## config.mk

```make
export PLATFORM = sky130hd
export DESIGN_NAME = utf16_to_utf8_converter
export DESIGN_NICKNAME = d
export VERILOG_FILES = /design/src/sv/u16u8_pkg.sv /design/src/sv/u16u8_front.sv /design/src/sv/u16u8_back.sv /design/src/sv/utf16_to_utf8_converter.sv
export VERILOG_INCLUDE_DIRS = /design/src /design/src/sv
export SDC_FILE = /design/constraint.sdc
export NUM_CORES = 1
export LEC_CHECK = 0
export ABC_AREA = 0
export BUFFER_PORTS_ARGS = -buffer_cell sky130_fd_sc_hd__buf_2
export CELL_PAD_IN_SITES_DETAIL_PLACEMENT = 1
export CELL_PAD_IN_SITES_GLOBAL_PLACEMENT = 2
export CORE_MARGIN = 8
export CORE_UTILIZATION = 41
export CTS_BUF_LIST = sky130_fd_sc_hd__clkbuf_8 sky130_fd_sc_hd__clkbuf_16
export DETAILED_ROUTE_END_ITERATION = 16
export PLACE_DENSITY_LB_ADDON = 0.3
export SETUP_SLACK_MARGIN = 0.5
export SLEW_MARGIN = 15
export SYNTH_ARGS = -nofsm -noshare
export SYNTH_HDL_FRONTEND = slang
export SYNTH_SLANG_ARGS = --single-unit
```

## constraint.sdc

```tcl
create_clock -name clk -period 9.95 [get_ports clk]
set_input_delay 0.995 -clock clk [delete_from_list [all_inputs] [get_ports clk]]
set_output_delay 0.995 -clock clk [all_outputs]
set_load 0.05 [all_outputs]
```

## src/sv/utf16_to_utf8_converter_assert.svh

```systemverilog
// Assertion macros used by the converter back end.
`ifndef UTF16_TO_UTF8_CONVERTER_ASSERT_SVH
`define UTF16_TO_UTF8_CONVERTER_ASSERT_SVH

// Same-cycle implication, checked outside reset.
`define U16U8_ASSERT_IMPL(lbl, clk, rst_n, ante, cons) \
  lbl: assert property (@(posedge clk) disable iff (!rst_n) (ante) |-> (cons)) \
    else $error("u16u8 assertion failed");

// Next-cycle implication, checked outside reset.
`define U16U8_ASSERT_NEXT(lbl, clk, rst_n, ante, cons) \
  lbl: assert property (@(posedge clk) disable iff (!rst_n) (ante) |=> (cons)) \
    else $error("u16u8 assertion failed");

`endif

```

## src/sv/u16u8_pkg.sv

```systemverilog
// Types, constants and the UTF-8 encoder shared by the converter modules.
`timescale 1ns / 1ps
`default_nettype none
package u16u8_pkg;

  localparam logic [15:0] HIGH_FIRST = 16'hD800;
  localparam logic [15:0] HIGH_LAST  = 16'hDBFF;
  localparam logic [15:0] LOW_FIRST  = 16'hDC00;
  localparam logic [15:0] LOW_LAST   = 16'hDFFF;
  localparam logic [20:0] SUPP_BASE  = 21'h10000;

  typedef enum logic [1:0] {
    ST_BUSY = 2'd0,
    ST_OK   = 2'd1,
    ST_ERR  = 2'd2
  } status_t;

  // Classified word as it sits in the queue between front and back.
  typedef struct packed {
    logic [15:0] unit;
    logic        is_high;
    logic        is_low;
    logic        last;
  } q_item_t;

  typedef struct packed {
    logic    valid;
    q_item_t item;
  } q_head_t;

  typedef struct packed {
    logic [31:0] bytes;
    logic [2:0]  count;
  } enc_t;

  function automatic enc_t utf8_encode(input logic [20:0] cp);
    enc_t r;
    r.bytes = '0;
    r.count = 3'd0;
    if (cp < 21'h80) begin
      r.bytes = {1'b0, cp[6:0], 24'h0};
      r.count = 3'd1;
    end else if (cp < 21'h800) begin
      r.bytes = {3'b110, cp[10:6], 2'b10, cp[5:0], 16'h0};
      r.count = 3'd2;
    end else if (cp < SUPP_BASE) begin
      r.bytes = {4'b1110, cp[15:12], 2'b10, cp[11:6], 2'b10, cp[5:0], 8'h0};
      r.count = 3'd3;
    end else begin
      r.bytes = {5'b11110, cp[20:18], 2'b10, cp[17:12], 2'b10, cp[11:6],
                 2'b10, cp[5:0]};
      r.count = 3'd4;
    end
    return r;
  endfunction

endpackage
`default_nettype wire

```

## src/sv/u16u8_front.sv

```systemverilog
// Front end: input handshake, byte swap, surrogate classification, two-word queue.
`timescale 1ns / 1ps
`default_nettype none
module u16u8_front import u16u8_pkg::*; (
  input  wire logic        clk,
  input  wire logic        rst_n,
  input  wire logic        cfg_we,
  input  wire logic        cfg_wdata,
  input  wire logic        in_valid,
  output logic             in_stall,
  input  wire logic [15:0] in_code_unit,
  input  wire logic        in_last_unit,
  output q_head_t          head,
  input  wire logic        pop
);

  logic        little_endian_r;
  q_item_t     q_r [2];
  logic        wr_ptr_r, rd_ptr_r;
  logic [1:0]  count_r;
  logic        wr_ptr_nxt, rd_ptr_nxt;
  logic [1:0]  count_nxt;
  logic        push;
  logic [15:0] unit;
  q_item_t     item;

  assign in_stall = (count_r == 2'd2);
  assign push     = in_valid && !in_stall;

  always_comb begin
    unit = little_endian_r ? {in_code_unit[7:0], in_code_unit[15:8]} : in_code_unit;
    item.unit    = unit;
    item.is_high = (unit >= HIGH_FIRST) && (unit <= HIGH_LAST);
    item.is_low  = (unit >= LOW_FIRST) && (unit <= LOW_LAST);
    item.last    = in_last_unit;
  end

  always_comb begin
    wr_ptr_nxt = push ? !wr_ptr_r : wr_ptr_r;
    rd_ptr_nxt = pop ? !rd_ptr_r : rd_ptr_r;
    count_nxt  = count_r + {1'b0, push} - {1'b0, pop};
  end

  assign head.valid = (count_r != 2'd0);
  assign head.item  = q_r[rd_ptr_r];

  always_ff @(posedge clk) begin
    if (!rst_n) begin
      little_endian_r <= 1'b0;
      wr_ptr_r        <= 1'b0;
      rd_ptr_r        <= 1'b0;
      count_r         <= 2'd0;
    end else begin
      if (cfg_we) begin
        little_endian_r <= cfg_wdata;
      end
      wr_ptr_r <= wr_ptr_nxt;
      rd_ptr_r <= rd_ptr_nxt;
      count_r  <= count_nxt;
    end
  end

  always_ff @(posedge clk) begin
    if (push) begin
      q_r[wr_ptr_r] <= item;
    end
  end

endmodule
`default_nettype wire

```

## src/sv/u16u8_back.sv

```systemverilog
// Back end: surrogate pairing, error tracking, UTF-8 encoding, output register.
`timescale 1ns / 1ps
`default_nettype none
`include "utf16_to_utf8_converter_assert.svh"
module u16u8_back import u16u8_pkg::*; #(
  parameter int MAX_UNITS = 65536
) (
  input  wire logic        clk,
  input  wire logic        rst_n,
  input  wire q_head_t     head,
  output logic             pop,
  output logic             out_valid,
  input  wire logic        out_stall,
  output logic [31:0]      out_bytes,
  output logic [2:0]       out_byte_count,
  output logic [1:0]       out_status,
  output logic [15:0]      out_error_index,
  output logic [17:0]      out_total_bytes,
  output logic             out_done_res
);

  localparam int IDX_CAP_I = (MAX_UNITS > 65536) ? 65535 : MAX_UNITS - 1;
  localparam int TOT_CAP_I = (MAX_UNITS > 65536) ? 262143 : 4 * MAX_UNITS - 1;
  localparam logic [15:0] IDX_CAP = IDX_CAP_I[15:0];
  localparam logic [18:0] TOT_CAP = TOT_CAP_I[18:0];

  // string state
  logic        pend_r, pend_nxt;
  logic [9:0]  hbits_r, hbits_nxt;
  logic [15:0] hidx_r, hidx_nxt;
  logic [15:0] uidx_r, uidx_nxt;
  logic [17:0] total_r, total_nxt;
  logic        err_r, err_nxt;
  logic [15:0] epos_r, epos_nxt;

  // output register
  logic        out_valid_r;
  logic [31:0] bytes_r, bytes_nxt;
  logic [2:0]  cnt_r, cnt_nxt;
  status_t     status_r, status_nxt;
  logic [15:0] eidx_r, eidx_nxt;
  logic [17:0] tot_r, tot_nxt;
  logic        done_r;

  q_item_t     it;
  logic [20:0] cp;
  enc_t        enc;
  logic        emit;
  logic        fault;
  logic [15:0] fault_at;
  logic [18:0] sum;

  assign it  = head.item;
  assign pop = head.valid && (!out_valid_r || !out_stall);

  always_comb begin
    cp  = pend_r ? ({1'b0, hbits_r, it.unit[9:0]} + SUPP_BASE) : {5'b0, it.unit};
    enc = utf8_encode(cp);
  end

  always_comb begin
    pend_nxt  = pend_r;
    hbits_nxt = hbits_r;
    hidx_nxt  = hidx_r;
    uidx_nxt  = uidx_r;
    total_nxt = total_r;
    err_nxt   = err_r;
    epos_nxt  = epos_r;
    emit      = 1'b0;
    fault     = 1'b0;
    fault_at  = uidx_r;
    sum       = '0;
    bytes_nxt  = '0;
    cnt_nxt    = 3'd0;
    status_nxt = ST_BUSY;
    eidx_nxt   = '0;
    tot_nxt    = '0;

    if (!err_r) begin
      priority if (pend_r) begin
        pend_nxt = 1'b0;
        if (it.is_low) begin
          emit = 1'b1;
        end else begin
          // pair broken: blame the high half, swallow this word
          fault    = 1'b1;
          fault_at = hidx_r;
        end
      end else if (it.is_high) begin
        if (it.last) begin
          fault = 1'b1;
        end else begin
          pend_nxt  = 1'b1;
          hbits_nxt = it.unit[9:0];
          hidx_nxt  = uidx_r;
        end
      end else if (it.is_low) begin
        fault = 1'b1;
      end else begin
        emit = 1'b1;
      end

      if (fault) begin
        err_nxt  = 1'b1;
        epos_nxt = fault_at;
        pend_nxt = 1'b0;
      end
      if (emit) begin
        bytes_nxt = enc.bytes;
        cnt_nxt   = enc.count;
      end
      sum       = {1'b0, total_r} + {16'b0, cnt_nxt};
      total_nxt = (sum > TOT_CAP) ? TOT_CAP[17:0] : sum[17:0];
    end

    if (it.last) begin
      if (err_nxt) begin
        status_nxt = ST_ERR;
        eidx_nxt   = epos_nxt;
      end else begin
        status_nxt = ST_OK;
        tot_nxt    = total_nxt;
      end
      pend_nxt  = 1'b0;
      hbits_nxt = '0;
      hidx_nxt  = '0;
      uidx_nxt  = '0;
      total_nxt = '0;
      err_nxt   = 1'b0;
      epos_nxt  = '0;
    end else if (uidx_r < IDX_CAP) begin
      uidx_nxt = uidx_r + 16'd1;
    end
  end

  always_ff @(posedge clk) begin
    if (!rst_n) begin
      pend_r      <= 1'b0;
      hbits_r     <= '0;
      hidx_r      <= '0;
      uidx_r      <= '0;
      total_r     <= '0;
      err_r       <= 1'b0;
      epos_r      <= '0;
      out_valid_r <= 1'b0;
    end else begin
      if (pop) begin
        pend_r  <= pend_nxt;
        hbits_r <= hbits_nxt;
        hidx_r  <= hidx_nxt;
        uidx_r  <= uidx_nxt;
        total_r <= total_nxt;
        err_r   <= err_nxt;
        epos_r  <= epos_nxt;
      end
      if (pop) begin
        out_valid_r <= 1'b1;
      end else if (!out_stall) begin
        out_valid_r <= 1'b0;
      end
    end
  end

  always_ff @(posedge clk) begin
    if (pop) begin
      bytes_r  <= bytes_nxt;
      cnt_r    <= cnt_nxt;
      status_r <= status_nxt;
      eidx_r   <= eidx_nxt;
      tot_r    <= tot_nxt;
      done_r   <= it.last;
    end
  end

  assign out_valid       = out_valid_r;
  assign out_bytes       = bytes_r;
  assign out_byte_count  = cnt_r;
  assign out_status      = status_r;
  assign out_error_index = eidx_r;
  assign out_total_bytes = tot_r;
  assign out_done_res    = done_r;

  // a closing status only ever rides on the last word of a string
  `U16U8_ASSERT_IMPL(a_status_on_close, clk, rst_n,
    out_valid_r && (status_r != ST_BUSY), done_r)
  // a failed string never carries bytes on its closing word
  `U16U8_ASSERT_IMPL(a_err_no_bytes, clk, rst_n,
    out_valid_r && (status_r == ST_ERR), cnt_r == 3'd0)
  // once the string is in error no high half is held
  `U16U8_ASSERT_IMPL(a_err_clears_pend, clk, rst_n, err_r, !pend_r)
  // a popped last word leaves the string state cleared
  `U16U8_ASSERT_NEXT(a_last_clears, clk, rst_n,
    pop && it.last, !pend_r && !err_r && (uidx_r == 16'd0))

endmodule
`default_nettype wire

```

## src/sv/utf16_to_utf8_converter.sv

```systemverilog
// UTF-16 to UTF-8 converter top level.
// Takes one UTF-16 code unit per word and returns one result word per input word,
// carrying the 0 to 4 UTF-8 bytes of a completed code point (first byte in
// bits 31..24). Sustained rate is one word per clock while out_stall is low. An
// accepted word is written into the two-word queue, where the decode logic reads
// it; its result is then loaded into the output register, unless out_stall holds
// an earlier result there. in_stall rises only when the queue holds two words,
// which happens only while out_stall holds a result in the output register. The
// decode stage holds the pending high surrogate and the per-string counters, so
// it is the only serial point: one word per cycle through it when not stalled.
// cfg_wdata = 1 byte-swaps input units (little-endian storage); write it only
// while the block is idle.
`timescale 1ns / 1ps
`default_nettype none
module utf16_to_utf8_converter import u16u8_pkg::*; #(
  parameter int MAX_UNITS = 65536
) (
  input  wire logic        clk,
  input  wire logic        rst_n,
  input  wire logic        cfg_we,
  input  wire logic        cfg_wdata,
  input  wire logic        in_valid,
  output logic             in_stall,
  input  wire logic [15:0] in_code_unit,
  input  wire logic        in_last_unit,
  output logic             out_valid,
  input  wire logic        out_stall,
  output logic [31:0]      out_bytes,
  output logic [2:0]       out_byte_count,
  output logic [1:0]       out_status,
  output logic [15:0]      out_error_index,
  output logic [17:0]      out_total_bytes,
  output logic             out_done_res
);

  q_head_t head;
  logic    pop;

  u16u8_front u_front (
    .clk          (clk),
    .rst_n        (rst_n),
    .cfg_we       (cfg_we),
    .cfg_wdata    (cfg_wdata),
    .in_valid     (in_valid),
    .in_stall     (in_stall),
    .in_code_unit (in_code_unit),
    .in_last_unit (in_last_unit),
    .head         (head),
    .pop          (pop)
  );

  u16u8_back #(
    .MAX_UNITS (MAX_UNITS)
  ) u_back (
    .clk             (clk),
    .rst_n           (rst_n),
    .head            (head),
    .pop             (pop),
    .out_valid       (out_valid),
    .out_stall       (out_stall),
    .out_bytes       (out_bytes),
    .out_byte_count  (out_byte_count),
    .out_status      (out_status),
    .out_error_index (out_error_index),
    .out_total_bytes (out_total_bytes),
    .out_done_res    (out_done_res)
  );

endmodule
`default_nettype wire
```

# Word-level counts from Yosys, hierarchy flattened
# Memories as Yosys holds them, arrays and structs flattened. A register that Yosys moved wholly into a read port is not among the register bits.
# Cells that the tools add are included.
word_totals:
  register_bits: 156
  latch_bits: 0
  ramBits: 38
  rom_bits: 0
  inputBits: 23
  output_inout_bits: 74
  word_cells: 113
  memories: 1
mem_list:
  columns: ["memory", "depth", "width", "read_ports", "rd_clocked_by_memory_dff", "write_ports", "line_no", "text"]
  rows:
  - ["u_front.q_r", 2, 19, 1, 1, 1, "u16u8_front.sv:18", "q_item_t q_r [2];"]
classes:
  n_addsub: 5
  multipliers: 0
  div: 0
  order_cmp: 9
  eq_ne: 4
  n_shift: 0
  n_mux: 49
  bitwise: 2
  n_reduce_logical: 22
op_table:
  columns: ["operator", "count"]
  rows:
  - ["$mux W16", 12]
  - ["$mux W18", 3]
  - ["$mux W10", 4]
  - ["$mux W34", 1]
  - ["$mux W33", 1]
  - ["$ge A16 B16 Y1 const B", 2]
  - ["$le A16 B16 Y1 const B", 2]
  - ["$mux W32", 1]
  - ["$mux W1", 23]
  - ["$add A20 B17 Y21 const B", 1]
  - ["$lt A21 B12 Y1 const B", 1]
  - ["$lt A21 B17 Y1 const B", 1]
  - ["$lt A21 B8 Y1 const B", 1]
  - ["$mux W21", 1]
  - ["$add A18 B3 Y19", 1]
  - ["$gt A19 B18 Y1 const B", 1]
  - ["$add A16 B1 Y16 const B", 1]
  - ["$lt A16 B16 Y1 const B", 1]
  - ["$mux W3", 2]
  - ["$reduce_and A2 Y1", 3]
  - ["$reduce_bool A2 Y1", 3]
  - ["$logic_not A1 Y1", 5]
  - ["$reduce_or A5 Y1", 1]
  - ["$logic_and A1 B1 Y1", 4]
  - ["12 further kinds", 15]

# Longest topological paths before layout
logic_depth:
  ltp_word: 13
  depth_mapped: 17
  depth_no_buf: 13

# Modules after synthesis
# A second synthesis with hierarchy kept.
hier_totals:
  cells_unflattened: 856
  area_unflattened_um2: 9223.8
modules_own_cells:
  columns: ["mod", "n_inst", "cells_per_inst", "area_each_um2", "seq_area_each_um2"]
  rows:
  - ["u16u8_back", 1, 741, 7335.8, 3623.5]
  - ["u16u8_front", 1, 115, 1888.1, 1261.2]

# Worst setup path after synthesis
# No wires, ideal clock.
synth_timing:
  kind: "input-to-reg"
  from: "input out_stall"
  to: "register u_front.count_r[1]"
  setup_ps: 115
  arrival_ps: 4372
  required_time_ps: 9835
  path_slack_ps: 5463
  stages: 9
  path_buffers: 1
  cell_sequence: "o2bb2ai_1 clkinv_1 clkbuf_1 ha_1 inv_1 ha_1 xnor2_1 xnor2_1 and2_1"
synth_between:
  elab_chain_len: 4
synth_lines:
  columns: ["element", "line_no", "text"]
  rows:
  - ["from (decl)", "utf16_to_utf8_converter.sv:27", "input wire logic out_stall,"]
  - ["$logic_not A1 Y1", "u16u8_back.sv:54", "assign pop = head.valid && (!out_valid_r || !out_stall);"]
  - ["$logic_or A1 B1 Y1", "u16u8_back.sv:54", null]
  - ["$logic_and A1 B1 Y1", "u16u8_back.sv:54", null]
  - ["named net pop", "utf16_to_utf8_converter.sv:37", "logic pop;"]
  - ["$sub A2 B1 Y2", "u16u8_front.sv:41", "count_nxt = count_r + {1'b0, push} - {1'b0, pop};"]
  - ["to (signal assigned)", "u16u8_front.sv:59", "count_r <= count_nxt;"]
  - ["to (decl)", "u16u8_front.sv:20", "logic [1:0] count_r;"]
# The timed path passes the listed nets, and every way through them passes these cells.
# A chain may end at the register's enable or synchronous reset.

# Worst setup path after layout
layout_timing:
  from: "register u_back.pend_r"
  to: "register u_back.tot_r[17], in the netlist u_back.out_total_bytes[17] (data pin)"
layout_between:
  elab_chain_len: 11
  elab_cells_between_ends: 20
  cone_classes: "add/sub (1); order compare (4); mux (14); reduce/logical (1)"
layout_lines:
  columns: ["element", "line_no", "text"]
  rows:
  - ["from (decl)", "u16u8_back.sv:28", "logic pend_r, pend_nxt;"]
  - ["from (signal assigned)", "u16u8_back.sv:148", "pend_r <= pend_nxt;"]
  - ["$mux W21", "u16u8_back.sv:57", "cp = pend_r ? ({1'b0, hbits_r, it.unit[9:0]} + SUPP_BASE) : {5'b0, it.unit};"]
  - ["$lt A21 B17 Y1", "u16u8_pkg.sv:46", "end else if (cp < SUPP_BASE) begin"]
  - ["$mux W32", "u16u8_pkg.sv:46", null]
  - ["$mux W33", "u16u8_pkg.sv:43", "end else if (cp < 21'h800) begin"]
  - ["$mux W34", "u16u8_pkg.sv:40", "if (cp < 21'h80) begin"]
  - ["$mux W3", "u16u8_back.sv:108", "if (emit) begin"]
  - ["$mux W3", "u16u8_back.sv:79", "if (!err_r) begin"]
  - ["$add A18 B3 Y19", "u16u8_back.sv:112", "sum = {1'b0, total_r} + {16'b0, cnt_nxt};"]
  - ["$gt A19 B18 Y1", "u16u8_back.sv:113", "total_nxt = (sum > TOT_CAP) ? TOT_CAP[17:0] : sum[17:0];"]
  - ["$mux W18", "u16u8_back.sv:113", null]
  - ["$mux W18", "u16u8_back.sv:79", null]
  - ["to (signal assigned)", "u16u8_back.sv:170", "tot_r <= tot_nxt;"]
  - ["to (decl)", "u16u8_back.sv:42", "logic [17:0] tot_r, tot_nxt;"]
# Several ways; a longest one is shown, not always the timed one. The select of a mux whose other input is x is not followed.

==> impl_results.html <==
<table>
<tr><th>Metric</th><th>Value</th></tr>
<tr><th colspan="2">Logic synthesis</th></tr>
<tr><td>Total of warnings raised by yosys</td><td>0</td></tr>
<tr><td>Flip-flop and latch count after synthesis</td><td>191</td></tr>
<tr><td>Yosys top cell by area</td><td>sky130_fd_sc_hd__edfxtp_1</td></tr>
<tr><td>Post-synth EDFFs</td><td>106</td></tr>
<tr><td>Dominant cells by area after synthesis</td><td>sky130_fd_sc_hd__edfxtp_1 35%, sky130_fd_sc_hd__dfxtp_1 19%, sky130_fd_sc_hd__nand3_1 4.2%, sky130_fd_sc_hd__mux2i_1 4.0%, sky130_fd_sc_hd__nor2_1 2.7%</td></tr>
<tr><td>Area of the mapped netlist</td><td>9040 sq um</td></tr>
<tr><td>Average size of a mapped cell</td><td>10.5 sq um</td></tr>
<tr><td>Yosys top cell area share</td><td>35.2%</td></tr>
<tr><td>Share of synthesized area occupied by flip-flops and latches</td><td>54.0%</td></tr>
<tr><td>Predominant post-synthesis flop cell</td><td>sky130_fd_sc_hd__edfxtp_1</td></tr>
<tr><td>Count of mapped cells out of synthesis</td><td>861</td></tr>
<tr><td>Fraction of registers with async set/reset</td><td>0%</td></tr>
<tr><td>Distinct cell type count of the synthesized netlist</td><td>67</td></tr>
<tr><th colspan="2">GRT</th></tr>
<tr><td>Global-route wire length before repair</td><td>37.8 mm</td></tr>
<tr><td>All-layer global routing usage</td><td>17.5%</td></tr>
<tr><td>Residual overflow from global routing</td><td>0</td></tr>
<tr><td>Initial antenna violation count</td><td>0</td></tr>
<tr><td>Pin count of the biggest net entering global routing</td><td>82</td></tr>
<tr><td>Vias in the first global route</td><td>7,135</td></tr>
<tr><th colspan="2">Routing</th></tr>
<tr><td>Number of nets still failing antenna checks after routing</td><td>0</td></tr>
<tr><td>Via total after detailed routing</td><td>6,946</td></tr>
<tr><td>Number of DRC markers in iteration 0</td><td>430</td></tr>
<tr><td>Drc violations</td><td>0</td></tr>
<tr><td>Wire length per cell</td><td>18.9 um</td></tr>
<tr><td>First-pass detailed-route iteration total</td><td>4</td></tr>
<tr><td>Detailed-route wire length</td><td>23.0 mm</td></tr>
<tr><td>Ratio of routed vias to standard cells</td><td>5.71</td></tr>
<tr><th colspan="2">Timing</th></tr>
<tr><td>Number of max-slew violations in the final report</td><td>0</td></tr>
<tr><td>Setup TNS</td><td>0 ns</td></tr>
<tr><td>Endpoints failing hold</td><td>0</td></tr>
<tr><td>Final Setup Violations</td><td>0</td></tr>
<tr><td>Final critical path time including I/O delays and setup</td><td>4.85 ns</td></tr>
<tr><td>Worst setup margin</td><td>5.10 ns</td></tr>
<tr><td>Final worst-path cycle share</td><td>48.7%</td></tr>
<tr><td>Maximum achievable frequency</td><td>206 MHz</td></tr>
<tr><td>Setup repair after global routing missed its margin</td><td>no</td></tr>
<tr><td>Actual slew at the worst max-slew pin</td><td>1.06 ns</td></tr>
<tr><td>Worst Clk Skew</td><td>0.0112 ns</td></tr>
<tr><td>Slew Limit Headroom</td><td>29.4%</td></tr>
<tr><th colspan="2">Floorplan</th></tr>
<tr><td>Top-level I/O count</td><td>97</td></tr>
<tr><td>Initial core utilization</td><td>41.5%</td></tr>
<tr><td>Full die area</td><td>27,000 sq um</td></tr>
<tr><td>Floorplan Core Area</td><td>21,800 sq um</td></tr>
<tr><td>Vert. Die Dim</td><td>164 um</td></tr>
<tr><td>Core Rows</td><td>54</td></tr>
<tr><td>Chip width</td><td>164 um</td></tr>
<tr><th colspan="2">Setup path</th></tr>
<tr><td>Slack of the worst reg-to-reg path</td><td>5.10 ns</td></tr>
<tr><td>Critical register-to-register path endpoint</td><td>u_back.out_total_bytes[17]</td></tr>
<tr><td>Signal arrival time at the worst endpoint</td><td>5.10 ns</td></tr>
<tr><td>Data required time of the critical path</td><td>10.20 ns</td></tr>
<tr><td>Beginning of the worst register-to-register path</td><td>u_back.pend_r</td></tr>
<tr><td>Category of the most critical setup path</td><td>flip-flop to flip-flop</td></tr>
<tr><td>Peak fanout along the critical path</td><td>19</td></tr>
<tr><td>Number of cells on the worst reg-to-reg path</td><td>13</td></tr>
<tr><td>CP endpoint kind</td><td>flip-flop</td></tr>
<tr><td>Kind of start point of the critical path</td><td>flip-flop</td></tr>
<tr><th colspan="2">Layout</th></tr>
<tr><td>Fraction of layout instances using a drive strength above 1</td><td>18.4%</td></tr>
<tr><td>Utilization after layout</td><td>47.4%</td></tr>
<tr><td>Layout fillers</td><td>2,421</td></tr>
<tr><td>Fin area</td><td>10,300 sq um</td></tr>
<tr><td>Antenna Cells</td><td>0</td></tr>
<tr><td>Area Overhead vs Synth</td><td>14.1%</td></tr>
<tr><td>Area used by sequential logic in the layout</td><td>4880 sq um</td></tr>
<tr><td>Net count, final</td><td>955</td></tr>
<tr><td>Area of combinational cells with multiple inputs</td><td>3820 sq um</td></tr>
<tr><th colspan="2">Placed design</th></tr>
<tr><td>Cell area reported after detailed placement</td><td>9710 sq um</td></tr>
<tr><td>Final estimated routing congestion in global placement</td><td>0.838</td></tr>
<tr><td>Half-perimeter wire length after placement</td><td>15.6 mm</td></tr>
<tr><td>DP Worst Slack</td><td>5.22 ns</td></tr>
<tr><td>Number of buffer cells added on primary ports</td><td>93</td></tr>
<tr><th colspan="2">Hold path</th></tr>
<tr><td>Hold wc startpoint</td><td>u_back.hidx_r[0]</td></tr>
<tr><td>Worst Hold Depth</td><td>2</td></tr>
<tr><td>Type of the worst min-delay path</td><td>flip-flop to flip-flop</td></tr>
<tr><td>Min-Delay Endpoint</td><td>u_back.hidx_r[0]</td></tr>
<tr><th colspan="2">Clocking</th></tr>
<tr><td>Total of hold buffers inserted after clock tree synthesis</td><td>0</td></tr>
<tr><td>H-Tree Level Count</td><td>4</td></tr>
<tr><td>TritonCTS clock tree</td><td>done</td></tr>
<tr><td>Post-CTS Setup Repair Bufs</td><td>0</td></tr>
<tr><td>Post-CTS Resized</td><td>0</td></tr>
<tr><td>Clock transition time at the flip-flop clock pins of the worst setup and hold paths</td><td>0.07 ns</td></tr>
<tr><td>Cell chosen for the clock root</td><td>sky130_fd_sc_hd__clkbuf_16</td></tr>
<tr><td>Number of sinks on the clock net</td><td>191</td></tr>
<tr><td>TritonCTS Buffers</td><td>17</td></tr>
<tr><td>Largest buffer count on any clock path</td><td>2</td></tr>
<tr><td>Clock latency on the worst-skew pair</td><td>0.44 ns</td></tr>
<tr><th colspan="2">Flow run</th></tr>
<tr><td>Number of maximum-capacitance constraint violations</td><td>0</td></tr>
<tr><th colspan="2">Pwr</th></tr>
<tr><td>Power density normalized to cell area</td><td>311 nW/um^2</td></tr>
<tr><td>Static leakage</td><td>3.71 nW</td></tr>
<tr><td>Highest ir drop seen on vdd</td><td>0.000231 V</td></tr>
<tr><th colspan="2">Outcome</th></tr>
<tr><td>Result of the run</td><td>complete, no violations</td></tr>
</table>
## sequential cells by signal, summed over array words and instances, names as in the netlist, 2 cells and up, named ones only
signal	flops
u_back.out_byte_count	3
u_back.out_total_bytes	18
u_back.uidx_r	16
u_back.epos_r	16
u_front.count_r	2
u_back.hidx_r	16
u_back.out_error_index	16
u_front.q_r	38
u_back.out_bytes	28
u_back.out_status	2
u_back.total_r	18
u_back.hbits_r	10
## worst max-delay path by stage
stage | startpoint | end
after floorplan | out_stall | u_front.count_r[1]
after global placement | u_back.pend_r | u_back.out_total_bytes[16]
after detailed placement | u_back.pend_r | u_back.out_total_bytes[17]
after CTS | u_back.pend_r | u_back.out_total_bytes[17]
after global routing | u_back.pend_r | u_back.out_total_bytes[16]
final | u_back.pend_r | u_back.out_total_bytes[17]
## synthesized netlist by cell type, types with 5 or more instances
cell type                  count
sky130_fd_sc_hd__and3_1       10
sky130_fd_sc_hd__nor2_1       64
sky130_fd_sc_hd__o21a_1        7
sky130_fd_sc_hd__buf_1        10
sky130_fd_sc_hd__nand3_1      75
sky130_fd_sc_hd__a211oi_1     22
sky130_fd_sc_hd__o221ai_1     16
sky130_fd_sc_hd__a21boi_0     27
sky130_fd_sc_hd__and2_1       10
sky130_fd_sc_hd__nand2_1      53
sky130_fd_sc_hd__or4_1         7
sky130_fd_sc_hd__and4_1        5
sky130_fd_sc_hd__ha_1          7
sky130_fd_sc_hd__edfxtp_1    106
sky130_fd_sc_hd__xor2_1        6
sky130_fd_sc_hd__a31oi_1      15
sky130_fd_sc_hd__mux2i_1      36
sky130_fd_sc_hd__clkbuf_1     43
sky130_fd_sc_hd__a21oi_1      37
sky130_fd_sc_hd__a311oi_1      5
sky130_fd_sc_hd__inv_1        25
sky130_fd_sc_hd__nand4_1      10
sky130_fd_sc_hd__o21ai_0      27
sky130_fd_sc_hd__mux2_2       21
sky130_fd_sc_hd__xnor2_1      14
sky130_fd_sc_hd__nor3_1       25
sky130_fd_sc_hd__or3_1         9
sky130_fd_sc_hd__nor4_1        7
sky130_fd_sc_hd__dfxtp_1      85
## per-layer routing
| metal | up-vias | GRT usage, % | wire length (um) |
|---|---|---|---|
| met5 | - | 0 | 0 |
| met4 | 0 | 5.04 | 284 |
| met3 | 17 | 2.94 | 753 |
| met2 | 99 | 30.1 | 11400 |
| met1 | 3466 | 22.2 | 10600 |
| li1 | 3364 | - | - |
## layout make-up
class,instances,share of cell area (%)
Sequential cell,191,47.4
Multi-Input combinational cell,582,37.0
Timing Repair Buffer,105,5.39
Clock buffer,17,4.13
Tap cell,280,3.40
Clock inverter,15,1.70
Inverter,27,0.995
## through the flow
stage,power [mW],hold slack [ns],std cells
after detailed placement,2.54,0.458,1185
after floorplan,2.19,0.440,863
final,3.21,0.463,1217
after CTS,3.25,0.467,1217
after global placement,2.52,0.450,1185
after global routing,3.38,0.489,1217
## cells by family (layout without fill, tap and decap cells)
| family | after synthesis | in the layout | share of synthesized area (%) |
|---|---|---|---|
| XOR/XNOR | 20 | 20 | 1.94 |
| other | 1 | 3 | 0.0415 |
| AND/OR/NAND/NOR | 292 | 292 | 16.0 |
| flip-flops | 191 | 191 | 54.0 |
| adder cells (fa/ha/maj) | 8 | 8 | 1.19 |
| multiplexers | 59 | 59 | 7.10 |
| buffers and inverters | 90 | 164 | 4.13 |
| AO/OA/AOI/OAI | 200 | 200 | 15.5 |
## cells in the final DEF (no fill, tap or decap), types with 14 or more instances in the layout
cell                        synthesis  routed
sky130_fd_sc_hd__edfxtp_1         106     106
sky130_fd_sc_hd__buf_2              4      93
sky130_fd_sc_hd__dfxtp_1           85      85
sky130_fd_sc_hd__nand3_1           75      75
sky130_fd_sc_hd__nor2_1            64      64
sky130_fd_sc_hd__nand2_1           53      53
sky130_fd_sc_hd__a21oi_1           37      37
sky130_fd_sc_hd__mux2i_1           36      35
sky130_fd_sc_hd__inv_1             25      29
sky130_fd_sc_hd__o21ai_0           27      27
sky130_fd_sc_hd__a21boi_0          27      27
sky130_fd_sc_hd__nor3_1            25      25
sky130_fd_sc_hd__a211oi_1          22      22
sky130_fd_sc_hd__mux2_2            21      21
sky130_fd_sc_hd__clkbuf_16          0      17
sky130_fd_sc_hd__o221ai_1          16      16
sky130_fd_sc_hd__a31oi_1           15      15
sky130_fd_sc_hd__xnor2_1           14      14
## critical path, cell delays in order (launching register included)
cell and delay [ns]:
sky130_fd_sc_hd__dfxtp_1 0.73, sky130_fd_sc_hd__clkinv_1 0.44, sky130_fd_sc_hd__a21oi_1 0.44, sky130_fd_sc_hd__or4_1 0.39
sky130_fd_sc_hd__nor2_1 0.12, sky130_fd_sc_hd__a21oi_1 0.16, sky130_fd_sc_hd__ha_1 0.18, sky130_fd_sc_hd__inv_1 0.05
sky130_fd_sc_hd__fa_1 0.38, sky130_fd_sc_hd__nand2b_1 0.22, sky130_fd_sc_hd__a21oi_1 0.41, sky130_fd_sc_hd__nand3_1 0.57
sky130_fd_sc_hd__and3_1 0.39, sky130_fd_sc_hd__nor3_1 0.19
## power by group
part           switching [mW]  internal, mW
combinational            1.06         0.306
clock                   0.310         0.397
sequential             0.0709          1.07
Power figures use the tool's default switching activity.
